File: config.mk
export PLATFORM = sky130hd
export DESIGN_NAME = lfo_multi_shape_with_fade
export DESIGN_NICKNAME = d
export VERILOG_FILES = /design/src/rtl/lfo_pkg.sv /design/src/rtl/lfo_multi_shape_with_fade.sv
export SDC_FILE = /design/constraint.sdc
export NUM_CORES = 2
export LEC_CHECK = 0
export BUFFER_PORTS_ARGS = -buffer_cell sky130_fd_sc_hd__buf_2
export CAP_MARGIN = 10
export CORE_MARGIN = 2
export CORE_UTILIZATION = 55
export DETAILED_ROUTE_END_ITERATION = 12
export PLACE_DENSITY = 0.75
export SLEW_MARGIN = 0
export SYNTH_ARGS = -nofsm -noshare
export SYNTH_HDL_FRONTEND = slang
export SYNTH_SLANG_ARGS = --single-unit
File: constraint.sdc
create_clock -name clk_i -period 13.35 [get_ports clk_i]
set_clock_uncertainty 0.2 [all_clocks]
set_input_delay 1.335 -clock clk_i [delete_from_list [all_inputs] [get_ports clk_i]]
set_output_delay 1.335 -clock clk_i [all_outputs]
set_load 0.02 [all_outputs]
File: src/rtl/lfo_pkg.sv
// Shared constants, register and shape codes, and lookup functions for the
// multi-shape LFO with fade-in. No dependencies.
`default_nettype none

package lfo_pkg;

  // Default sizes handed to the top level
  localparam int unsigned PHASE_BITS_DEF = 32;
  localparam int unsigned COUNT_BITS_DEF = 16;
  localparam int unsigned LEVEL_BITS_DEF = 24;

  // Fixed field widths
  localparam int unsigned START_W = 32;
  localparam int unsigned STEP_W  = 32;
  localparam int unsigned RATE_W  = 25;
  localparam int unsigned SHAPE_W = 3;
  localparam int unsigned CIDX_W  = 2;
  localparam int unsigned CDATA_W = 32;
  localparam int unsigned MUL_W   = 32;

  // Configuration register indexes
  localparam logic [CIDX_W-1:0] CFG_SHAPE = 2'd0;
  localparam logic [CIDX_W-1:0] CFG_STEP  = 2'd1;
  localparam logic [CIDX_W-1:0] CFG_RATE  = 2'd2;

  // Shape codes
  localparam logic [SHAPE_W-1:0] SHAPE_SINE   = 3'd0;
  localparam logic [SHAPE_W-1:0] SHAPE_TRI    = 3'd1;
  localparam logic [SHAPE_W-1:0] SHAPE_SAW    = 3'd2;
  localparam logic [SHAPE_W-1:0] SHAPE_SQUARE = 3'd3;
  localparam logic [SHAPE_W-1:0] SHAPE_STEP   = 3'd4;

  // Request kinds
  localparam logic REQ_ADVANCE = 1'b0;
  localparam logic REQ_RETRIG  = 1'b1;

  localparam logic [RATE_W-1:0] FADE_ONE = 25'h100_0000;

  // Q2.30 landmarks, 32 and 33 bits wide
  localparam logic [31:0] Q30_ONE = 32'h4000_0000;
  localparam logic [32:0] QX_ONE   = 33'h0_4000_0000;
  localparam logic [32:0] QX_TWO   = 33'h0_8000_0000;
  localparam logic [32:0] QX_THREE = 33'h0_C000_0000;
  localparam logic [32:0] QX_FOUR  = 33'h1_0000_0000;

  // Odd Taylor coefficients of sin(pi*x/2), Q2.30 magnitudes
  localparam logic [31:0] SC1  = 32'd1686629713;
  localparam logic [31:0] SC3  = 32'd693598668;
  localparam logic [31:0] SC5  = 32'd85569306;
  localparam logic [31:0] SC7  = 32'd5026995;
  localparam logic [31:0] SC9  = 32'd172272;
  localparam logic [31:0] SC11 = 32'd3864;

  localparam logic [2:0] HORNER_LAST = 3'd4;

  // Horner step k uses SC9, SC7, SC5, SC3, SC1 in turn
  function automatic logic [31:0] sin_coef(input logic [2:0] k);
    logic [31:0] c;
    unique case (k)
      3'd0:    c = SC9;
      3'd1:    c = SC7;
      3'd2:    c = SC5;
      3'd3:    c = SC3;
      3'd4:    c = SC1;
      default: c = '0;
    endcase
    return c;
  endfunction

  // sin(k*7.3), magnitude in Q2.30
  function automatic logic [31:0] step_mag(input logic [2:0] k);
    logic [31:0] m;
    unique case (k)
      3'd0:    m = 32'd0;
      3'd1:    m = 32'd913149824;
      3'd2:    m = 32'd960774528;
      3'd3:    m = 32'd97735168;
      3'd4:    m = 32'd857942272;
      3'd5:    m = 32'd1000423552;
      3'd6:    m = 32'd194657536;
      default: m = 32'd795613696;
    endcase
    return m;
  endfunction

  function automatic logic step_neg(input logic [2:0] k);
    return (k == 3'd4) || (k == 3'd5) || (k == 3'd6);
  endfunction

endpackage

`default_nettype wire

File: src/rtl/lfo_multi_shape_with_fade.sv
// Multi-shape LFO with fade-in: phase accumulator, five shapes, fade gain.
// All products go through one shared 32x32 multiplier. Depends on lfo_pkg.
//
//  channel  | direction | handshake              | payload
//  ---------+-----------+------------------------+------------------------------
//  s_axis   | in        | s_axis_tvalid/tready   | tdata: count, start; tuser: kind
//  m_axis   | out       | m_axis_tvalid/tready   | tdata: level
//  cfg      | in        | cfg_valid_i/cfg_ready_o| cfg_index_i, cfg_data_i
//
// A zero-count advance goes straight to ST_DONE; the other transactions step through
// the single multiplier with its registered product, the sine longest (squaring, five
// Horner steps, final scaling). s_axis_tready is high only
// in idle; the next transaction is taken while a result waits on m_axis, and its
// level is held in ST_DONE until the output register is free.
// Reset clears phase, fade, held level and the configuration registers.
`default_nettype none

module lfo_multi_shape_with_fade #(
  parameter int unsigned PHASE_BITS = lfo_pkg::PHASE_BITS_DEF,
  parameter int unsigned COUNT_BITS = lfo_pkg::COUNT_BITS_DEF,
  parameter int unsigned LEVEL_BITS = lfo_pkg::LEVEL_BITS_DEF,
  localparam int unsigned IN_W  = ((COUNT_BITS + lfo_pkg::START_W + 7) / 8) * 8,
  localparam int unsigned OUT_W = ((LEVEL_BITS + 7) / 8) * 8
) (
  input  wire logic                        clk_i,
  input  wire logic                        rst_ni,
  input  wire logic                        s_axis_tvalid,
  output logic                             s_axis_tready,
  input  wire logic [IN_W-1:0]             s_axis_tdata,  // sample_count, start_phase
  input  wire logic                        s_axis_tuser,  // req_type
  output logic                             m_axis_tvalid,
  input  wire logic                        m_axis_tready,
  output logic [OUT_W-1:0]                 m_axis_tdata,  // level
  input  wire logic                        cfg_valid_i,
  output logic                             cfg_ready_o,
  input  wire logic [lfo_pkg::CIDX_W-1:0]  cfg_index_i,
  input  wire logic [lfo_pkg::CDATA_W-1:0] cfg_data_i
);

  localparam int unsigned RND_SH = 55 - LEVEL_BITS;
  localparam logic [63:0] RND_HALF = 64'd1 << (RND_SH - 1);
  localparam logic [63:0] NEG_MAX  = 64'd1 << (LEVEL_BITS - 1);
  localparam logic [63:0] POS_MAX  = NEG_MAX - 64'd1;

  typedef enum logic [3:0] {
    ST_IDLE, ST_PH_MUL, ST_PH_ADD, ST_FD_MUL, ST_FD_ADD, ST_SHAPE, ST_SQ,
    ST_SIN_Y, ST_HORN_MUL, ST_HORN_SUB, ST_SIN_M, ST_SIN_MAG, ST_FADE_MUL,
    ST_ROUND, ST_DONE
  } state_e;

  state_e                        state_q;
  logic [PHASE_BITS-1:0]         phase_q;
  logic [lfo_pkg::RATE_W-1:0]    fade_q;
  logic [LEVEL_BITS-1:0]         level_q;
  logic [LEVEL_BITS-1:0]         out_level_q;
  logic                          out_valid_q;
  logic [lfo_pkg::SHAPE_W-1:0]   shape_q;
  logic [lfo_pkg::STEP_W-1:0]    step_q;
  logic [lfo_pkg::RATE_W-1:0]    rate_q;
  logic [COUNT_BITS-1:0]         count_q;
  logic [30:0]                   m_q;
  logic [31:0]                   y_q;
  logic [31:0]                   p_q;
  logic [31:0]                   mag_q;
  logic                          neg_q;
  logic [2:0]                    k_q;
  logic [63:0]                   mul_p_q;

  logic [lfo_pkg::MUL_W-1:0]     mul_a;
  logic [lfo_pkg::MUL_W-1:0]     mul_b;
  logic [lfo_pkg::RATE_W-1:0]    fade_eff;
  logic                          fade_on;
  logic                          out_load;

  logic [COUNT_BITS-1:0]         in_count;
  logic [lfo_pkg::START_W-1:0]   in_start;

  logic [PHASE_BITS+31:0]        ph_ext;
  logic [31:0]                   ph_frac;
  logic [32:0]                   fx;
  logic [30:0]                   fold_d;
  logic                          fold_neg_d;
  logic [31:0]                   dist_d;
  logic [31:0]                   shp_mag_d;
  logic                          shp_neg_d;

  logic [25:0]                   fade_sum_d;
  logic [lfo_pkg::RATE_W-1:0]    fade_d;
  logic [63:0]                   rnd_d;
  logic [63:0]                   lim_d;
  logic [LEVEL_BITS-1:0]         level_d;

  assign in_count = s_axis_tdata[COUNT_BITS-1:0];
  assign in_start = s_axis_tdata[COUNT_BITS+lfo_pkg::START_W-1:COUNT_BITS];

  assign s_axis_tready = (state_q == ST_IDLE);
  assign cfg_ready_o   = 1'b1;
  assign m_axis_tvalid = out_valid_q;
  assign m_axis_tdata  = OUT_W'(out_level_q);

  assign out_load = (state_q == ST_DONE) && (!out_valid_q || m_axis_tready);

  assign fade_on  = (rate_q != '0);
  assign fade_eff = fade_on ? fade_q : lfo_pkg::FADE_ONE;

  // Phase as a 32-bit fraction of a cycle
  assign ph_ext  = {phase_q, 32'd0} >> PHASE_BITS;
  assign ph_frac = ph_ext[31:0];
  assign fx      = {1'b0, ph_frac};

  always_comb begin
    fold_d     = '0;
    fold_neg_d = 1'b0;
    if (fx < lfo_pkg::QX_ONE) begin
      fold_d = fx[30:0];
    end else if (fx < lfo_pkg::QX_THREE) begin
      if (fx <= lfo_pkg::QX_TWO) begin
        fold_d = 31'(lfo_pkg::QX_TWO - fx);
      end else begin
        fold_d     = 31'(fx - lfo_pkg::QX_TWO);
        fold_neg_d = 1'b1;
      end
    end else begin
      fold_d     = 31'(lfo_pkg::QX_FOUR - fx);
      fold_neg_d = 1'b1;
    end
  end

  always_comb begin
    dist_d    = '0;
    shp_mag_d = '0;
    shp_neg_d = 1'b0;
    unique case (shape_q)
      lfo_pkg::SHAPE_SINE: begin
        shp_neg_d = fold_neg_d;
      end
      lfo_pkg::SHAPE_TRI: begin
        dist_d = ph_frac[31] ? {1'b0, ph_frac[30:0]} : 32'(lfo_pkg::QX_TWO - fx);
        if (dist_d <= lfo_pkg::Q30_ONE) begin
          shp_mag_d = lfo_pkg::Q30_ONE - dist_d;
        end else begin
          shp_mag_d = dist_d - lfo_pkg::Q30_ONE;
          shp_neg_d = 1'b1;
        end
      end
      lfo_pkg::SHAPE_SAW: begin
        dist_d = {1'b0, ph_frac[31:1]};
        if (dist_d <= lfo_pkg::Q30_ONE) begin
          shp_mag_d = lfo_pkg::Q30_ONE - dist_d;
        end else begin
          shp_mag_d = dist_d - lfo_pkg::Q30_ONE;
          shp_neg_d = 1'b1;
        end
      end
      lfo_pkg::SHAPE_SQUARE: begin
        shp_mag_d = lfo_pkg::Q30_ONE;
        shp_neg_d = ph_frac[31];
      end
      lfo_pkg::SHAPE_STEP: begin
        shp_mag_d = lfo_pkg::step_mag(ph_frac[31:29]);
        shp_neg_d = lfo_pkg::step_neg(ph_frac[31:29]);
      end
      default: begin
        shp_mag_d = '0;
      end
    endcase
  end

  // Shared multiplier operand select
  always_comb begin
    mul_a = '0;
    mul_b = '0;
    unique case (state_q)
      ST_PH_MUL: begin
        mul_a = step_q;
        mul_b = lfo_pkg::MUL_W'(count_q);
      end
      ST_FD_MUL: begin
        mul_a = lfo_pkg::MUL_W'(rate_q);
        mul_b = lfo_pkg::MUL_W'(count_q);
      end
      ST_SQ: begin
        mul_a = {1'b0, m_q};
        mul_b = {1'b0, m_q};
      end
      ST_HORN_MUL: begin
        mul_a = p_q;
        mul_b = y_q;
      end
      ST_SIN_M: begin
        mul_a = p_q;
        mul_b = {1'b0, m_q};
      end
      ST_FADE_MUL: begin
        mul_a = mag_q;
        mul_b = lfo_pkg::MUL_W'(fade_eff);
      end
      default: begin
        mul_a = '0;
      end
    endcase
  end

  always_ff @(posedge clk_i) begin
    mul_p_q <= mul_a * mul_b;
  end

  // Fade growth, saturating at one
  always_comb begin
    fade_sum_d = 26'(fade_q) + 26'(mul_p_q[24:0]);
    if ((mul_p_q[63:25] != '0) || (fade_sum_d > 26'(lfo_pkg::FADE_ONE))) begin
      fade_d = lfo_pkg::FADE_ONE;
    end else begin
      fade_d = fade_sum_d[24:0];
    end
  end

  // Round half up on the magnitude, clamp, apply sign
  always_comb begin
    rnd_d = (mul_p_q + RND_HALF) >> RND_SH;
    if (neg_q) begin
      lim_d   = (rnd_d > NEG_MAX) ? NEG_MAX : rnd_d;
      level_d = LEVEL_BITS'(0) - lim_d[LEVEL_BITS-1:0];
    end else begin
      lim_d   = (rnd_d > POS_MAX) ? POS_MAX : rnd_d;
      level_d = lim_d[LEVEL_BITS-1:0];
    end
  end

  always_ff @(posedge clk_i or negedge rst_ni) begin
    if (!rst_ni) begin
      state_q     <= ST_IDLE;
      phase_q     <= '0;
      fade_q      <= '0;
      level_q     <= '0;
      out_level_q <= '0;
      out_valid_q <= 1'b0;
      shape_q     <= '0;
      step_q      <= '0;
      rate_q      <= '0;
      count_q     <= '0;
      m_q         <= '0;
      y_q         <= '0;
      p_q         <= '0;
      mag_q       <= '0;
      neg_q       <= 1'b0;
      k_q         <= '0;
    end else begin
      if (cfg_valid_i) begin
        unique case (cfg_index_i)
          lfo_pkg::CFG_SHAPE: shape_q <= cfg_data_i[lfo_pkg::SHAPE_W-1:0];
          lfo_pkg::CFG_STEP:  step_q  <= cfg_data_i[lfo_pkg::STEP_W-1:0];
          lfo_pkg::CFG_RATE:  rate_q  <= cfg_data_i[lfo_pkg::RATE_W-1:0];
          default: ;
        endcase
      end

      if (out_load) begin
        out_valid_q <= 1'b1;
      end else if (m_axis_tready) begin
        out_valid_q <= 1'b0;
      end

      unique case (state_q)
        ST_IDLE: begin
          if (s_axis_tvalid) begin
            count_q <= in_count;
            if (s_axis_tuser == lfo_pkg::REQ_RETRIG) begin
              phase_q <= PHASE_BITS'(in_start);
              fade_q  <= fade_on ? '0 : lfo_pkg::FADE_ONE;
              state_q <= ST_SHAPE;
            end else if (in_count == '0) begin
              state_q <= ST_DONE;
            end else begin
              state_q <= ST_PH_MUL;
            end
          end
        end
        ST_PH_MUL: state_q <= ST_PH_ADD;
        ST_PH_ADD: begin
          phase_q <= phase_q + mul_p_q[PHASE_BITS-1:0];
          state_q <= (fade_on && (fade_q < lfo_pkg::FADE_ONE)) ? ST_FD_MUL : ST_SHAPE;
        end
        ST_FD_MUL: state_q <= ST_FD_ADD;
        ST_FD_ADD: begin
          fade_q  <= fade_d;
          state_q <= ST_SHAPE;
        end
        ST_SHAPE: begin
          m_q     <= fold_d;
          mag_q   <= shp_mag_d;
          neg_q   <= shp_neg_d;
          state_q <= (shape_q == lfo_pkg::SHAPE_SINE) ? ST_SQ : ST_FADE_MUL;
        end
        ST_SQ: state_q <= ST_SIN_Y;
        ST_SIN_Y: begin
          y_q     <= mul_p_q[61:30];
          p_q     <= lfo_pkg::SC11;
          k_q     <= '0;
          state_q <= ST_HORN_MUL;
        end
        ST_HORN_MUL: state_q <= ST_HORN_SUB;
        ST_HORN_SUB: begin
          p_q     <= lfo_pkg::sin_coef(k_q) - mul_p_q[61:30];
          k_q     <= k_q + 3'd1;
          state_q <= (k_q == lfo_pkg::HORNER_LAST) ? ST_SIN_M : ST_HORN_MUL;
        end
        ST_SIN_M: state_q <= ST_SIN_MAG;
        ST_SIN_MAG: begin
          mag_q   <= mul_p_q[61:30];
          state_q <= ST_FADE_MUL;
        end
        ST_FADE_MUL: state_q <= ST_ROUND;
        ST_ROUND: begin
          level_q <= level_d;
          state_q <= ST_DONE;
        end
        ST_DONE: begin
          if (out_load) begin
            out_level_q <= level_q;
            state_q     <= ST_IDLE;
          end
        end
        default: state_q <= ST_IDLE;
      endcase
    end
  end

endmodule

`default_nettype wire
* Yosys cells after proc, flatten, opt, wreduce, memory -nomap -nowiden
Cells that the tools add are included.
** Storage, ports and cells
- Bits in registers :: 381
- Output and inout bits :: 27
- Word-level logic and storage cells :: 147
- Input bits :: 88
** Cells by class
- Equal/unequal tests :: 33
- Order comparisons :: 9
- Muxes and demuxes :: 43
- Reduce and logical (&&, ||, !) cells :: 31
- $add $sub $neg :: 13
- Multipliers :: 1
** Operators with widths (count)
- $pmux W32 S4 :: 2
- $pmux W30 S7 :: 1
- $mux W32 :: 6
- $pmux W32 S2 :: 3
- $pmux W32 S5 :: 1
- $pmux W31 S5 :: 1
- $mux W25 :: 5
- $mux W31 :: 3
- $mux W24 :: 3
- $add A64 B31 Y64 const B :: 1
- $mul A32 B32 Y64 :: 1
- $pmux W4 S15 :: 1
- $pmux W25 S2 :: 1
- $reduce_bool A39 Y1 :: 1
- $gt A33 B23 Y1 const B :: 1
- $gt A33 B24 Y1 const B :: 1
- $add A32 B32 Y32 :: 1
- $le A32 B31 Y1 const B :: 1
- $le A32 B32 Y1 const B :: 1
- $lt A32 B31 Y1 const B :: 1
- $lt A32 B32 Y1 const B :: 1
- $sub A31 B31 Y32 const A :: 1
- $sub A31 B31 Y32 const B :: 1
- $sub A31 B32 Y32 const A :: 1
- other kinds (40) :: 90

* Depth between registers and ports, before layout
- Depth in word-level cells :: 6
- Mapped depth :: 38
- Mapped depth without buffers :: 34

* Worst setup path after synthesis
Ideal clock, no wire load.
- Kind :: flip-flop to flip-flop
- From :: reg state_q[3]
- To :: reg mul_p_q[53]
- Library setup time :: 0.072 ns
- Data required time :: 13.078 ns
- Period minus slack after synthesis :: 9.429 ns
- Data arrival time :: 9.157 ns
- Cell stages (with the launch flop) :: 35
- Slack :: 3.921 ns
- Buffers on the path :: 5
- Cell sequence :: dfrtp_1 > clkbuf_1 > nand2_1 > nor3_1 > nor2b_1 > clkbuf_1 > clkbuf_1 > a221o_1 > clkbuf_1 > nand2_1 > fa_1 > inv_1 > fa_1 > inv_1 > fa_1 > fa_1 > inv_1 > fa_1 > fa_1 > fa_1 > inv_1 > fa_1 > inv_1 > ha_1 > clkbuf_1 > a21o_1 > a21o_1 > a221oi_1 > o31ai_1 > or3_1 > a41o_1 > a2bb2oi_1 > a21o_1 > a21oi_1 > xnor2_1
** On the way
- Cells in the longest elaborated chain, start to end :: 4
- Elaborated cells on any way between the ends :: 12
** Ends and longest elaborated chain
- start, declared :: line lfo_multi_shape_with_fade.sv:51 : state_e state_q;
- start signal, assigned :: line lfo_multi_shape_with_fade.sv:282 : state_q <= (fade_on && (fade_q < lfo_pkg::FADE_ONE)) ? ST_FD_MUL : ST_SHAPE;
- start signal, assigned :: line lfo_multi_shape_with_fade.sv:293 : state_q <= (shape_q == lfo_pkg::SHAPE_SINE) ? ST_SQ : ST_FADE_MUL;
- start signal, assigned :: line lfo_multi_shape_with_fade.sv:306 : state_q <= (k_q == lfo_pkg::HORNER_LAST) ? ST_SIN_M : ST_HORN_MUL;
- $eq A4 B4 Y1 (tied with other cells) :: line lfo_multi_shape_with_fade.sv:173 : unique case (state_q)
- $reduce_or A2 Y1 (no source line)
- $pmux W32 S5 or $pmux W32 S4 (tied branches) :: line lfo_multi_shape_with_fade.sv:173
- $mul A32 B32 Y64 * :: line lfo_multi_shape_with_fade.sv:205 : mul_p_q <= mul_a * mul_b;
- end signal, assigned :: line lfo_multi_shape_with_fade.sv:205
- end, declared :: line lfo_multi_shape_with_fade.sv:67 : logic [63:0] mul_p_q;
Every way passes the cells marked *; elsewhere a longest branch is shown, timed or not.
A chain may end at the register's enable or synchronous reset.

* Worst setup path in the final report
- From :: reg state_q[0]
- To :: reg mul_p_q[63]
Same word-level chain as after synthesis.

==> results by group <==
Timing
  • Period utilisation layout: 92.9%
  • Slew margin rel.: 11.7%
  • Post-Route Setup TNS: 0 ps
  • Final setup violation count: 0
  • Final max-slew violation count: 0
  • Minimum clock period: 12410 ps
  • Max frequency: 0.0806 GHz
  • Final worst slack: 944 ps
  • Final Hold Vio Count: 0
  • RSZ-0062 raised after global routing: false
  • Worst Tran Pin Value: 1320 ps

GRT
  • GRT overflow: 0
  • Global-route wire length before repair: 325000 um
  • Largest net degree at the start of global routing: 151
  • Initial antenna violation count: 8
  • Tot GR Track Use: 41.3%
  • Number of global-route vias before repair: 50205

Pwr
  • P_leak: 28.9 nW
  • Logic pwr share: 72.6%
  • Power Density: 209 mW/mm^2
  • Total power: 12.8 mW
  • Clock Power Share: 9.7%
  • Flop pwr share: 17.7%
  • Switch share: 59.2%
  • Peak VDD IR: 0.000206 V
  • P_int: 5.20 mW
  • Psw: 7.56 mW

Synth
  • Post-synthesis cell count: 6615
  • Area contributors post-synth: fa_1, dfrtp_1, ha_1
  • Ys async rst share: 83.2%
  • Post-synth EDFFs: 0
  • Cell with the most instances after synthesis: inv_1
  • Post-synth top area share: 31.4%
  • Syn avg cell area: 8.66 um^2
  • Area leader, netlist: fa_1
  • Most frequent cells after synthesis: inv_1, fa_1, nor2_1
  • Main synth FF type: dfrtp_1
  • Post-synthesis cell area: 0.0573 mm^2
  • Unique masters post-synth: 101
  • Sequential area share after synthesis: 16.1%
  • Syn nets: 7960
  • Yosys reg bits: 381
  • Number of synthesis warnings: 0

Clock network
  • Longest Clk Path Bufs: 3
  • Total CTS buffers: 42
  • # hold bufs at CTS: 0
  • H-tree depth: 2
  • Clock Tree Root: clkbuf_16
  • Setup Fix Bufs, Post-CTS: 0
  • Register clock-pin slew on the reported worst setup and hold paths: 60 ps
  • CTS sink cnt: 381
  • Clock latency on the worst-skew pair: 600 ps
  • TritonCTS clock tree: done
  • # resized after CTS: 0

Worst setup path
  • R2R Path Start: state_q[0]
  • Worst path required time: 13670 ps
  • Most used cell, CP: fa_1
  • Crit path max fanout: 25
  • Critical path launch point type: flip-flop
  • CP max stage delay: 1040 ps
  • Setup crit end kind: flip-flop
  • Worst r2r dst: mul_p_q[63]
  • Setup CP Type: flip-flop to flip-flop
  • R2r setup slk: 940 ps
  • Highest-delay cell along the critical path: a221o_1
  • R2R cell count: 30
  • Critical path arrival: 12720 ps

Placement
  • Post-DP HPWL: 169000 um
  • Worst slack at placement: 1320 ps
  • Gpl congestion: 1.04
  • Buffers on Ports: 113

Route
  • Post-route ant nets: 0
  • Residual DRC: 0
  • Final Routed Wirelength: 219000 um
  • Vias/cell: 6.30
  • Detailed router's first-iteration violation count: 6360
  • Vias post-DR: 50123
  • Avg WL per Cell: 27.6 um
  • Pre-antenna DRT Iters: 9

Cells and area
  • Area Overhead vs Synth: 6.39%
  • Share of cells above drive strength 1: 7.98%
  • Final net count: 7881

Status
  • Outcome: completed

Min path
  • WHS Endpoint: y_q[19]
  • Hold Startpoint: y_q[19]
  • Hold Crit Depth: 2
  • Worst hold path type: flip-flop to flip-flop

Die
  • Initial Util: 55.4%
  • Core area: 0.103 mm^2
  • Die height: 327 um
  • Full die area: 0.107 mm^2
  • Chip Width: 327 um
  • Core Rows: 118
  • IO Count: 115

Run
  • Max_cap viols: 0
[stage by stage]
| step | util [%] | instances | hold slack, ps | instance area [um^2] |
|---|---|---|---|---|
| 3_3_place_gp | 57.5 | 7871 | 263 | 59500 |
| 5_1_grt | 58.9 | 7948 | 292 | 60900 |
| 3_5_place_dp | 57.5 | 7872 | 263 | 59500 |
| 4_1_cts | 58.9 | 7948 | 285 | 60900 |
| 6_report | 58.9 | 7952 | 286 | 60900 |
| 2_1_floorplan | - | 6615 | 243 | 57300 |
[cells by family (layout without fill, tap and decap cells)]
group           after synthesis  after routing  share of synthesized area [%]
fa+ha+maj                  1257           1257                           39.3
compound gates             1117           1117                           13.1
buf+inv                    1426           1379                           9.49
mux                         118            118                           2.29
xor+xnor                    263            263                           4.02
other cells                   1              5                        0.00655
simple gates               2052           2052                           15.7
flops                       381            381                           16.1
[registers in the layout, indices dropped and copies added, names as in the netlist, 24 cells and up]
| name | flops |
|---|---|
| mag_q | 32 |
| mul_p_q | 64 |
| y_q | 32 |
| rate_q | 25 |
| m_q | 31 |
| ph_frac | 32 |
| level_q | 24 |
| p_q | 32 |
| step_q | 32 |
| m_axis_tdata | 24 |
| fade_q | 25 |
[critical path, delay by kind of cell, from the launching register on]
kind	cells	cell delay [ps]
fa+ha+maj	9	4560
simple gates	8	2880
buf+inv	6	700
flops	1	770
compound gates	7	3190
[layout by cell type (no fill, tap or decap), drive strengths merged, types with 22 or more instances in the layout]
cell	netlist	routed
a211oi	31	31
a21o	79	79
a21oi	290	290
a221o	37	37
a221oi	47	47
a222oi	30	30
a22o	52	52
a22oi	64	64
a31oi	35	35
and2	38	38
and3	34	34
buf	43	242
clkbuf	322	63
dfrtp	317	317
dfxtp	64	64
fa	899	899
ha	358	358
inv	1060	1063
mux2	105	105
nand2	763	763
nand2b	39	39
nand3	84	84
nand4	42	42
nor2	832	832
nor3	61	61
nor4	46	46
o211ai	27	27
o21a	25	25
o21ai	235	235
o21bai	25	25
o22ai	22	22
xnor2	188	188
xor2	75	75
[worst max path at each step]
| stage | from | end | slack, ps | cells past startpoint |
|---|---|---|---|---|
| 6_report | state_q[0] | mul_p_q[63] | 940 | 30 |
| 2_1_floorplan | state_q[3] | mul_p_q[53] | 3920 | 34 |
| 3_5_place_dp | state_q[2] | mul_p_q[63] | 1320 | 29 |
| 3_3_place_gp | state_q[2] | mul_p_q[63] | 1220 | 29 |
| 5_1_grt | state_q[1] | mul_p_q[63] | 580 | 33 |
| 4_1_cts | state_q[2] | mul_p_q[63] | 1240 | 29 |
[metal layers]
layer,part of all wire [%],up-vias,global-route usage (%)
met4,7.2,8,23.4
met2,42,3191,60.8
li1,-,21182,-
met1,38,25003,54.8
met3,13,739,11.8
met5,0.021,-,0
[power by group through the flow]
stage	registers (mW)	logic (mW)	clock network, mW
after floorplan	1.82	5.85	0
after global placement	2.22	8.82	0
after detailed placement	2.23	8.87	0
after CTS	2.21	8.96	1.24
after global routing	2.25	9.85	1.29
final	2.26	9.26	1.24
[final cells by class]
type | count | area (um^2)
diodes | 4 | 10.0
clock buffers | 63 | 1300
clock inverters | 13 | 140
fillers | 9206 | 42400
inverters | 1061 | 3980
multi-input cells | 4808 | 43000
flip-flops and latches | 381 | 9220
well taps | 1380 | 1730
repair buffers | 242 | 1550
(Power assumes the default switching activity.)
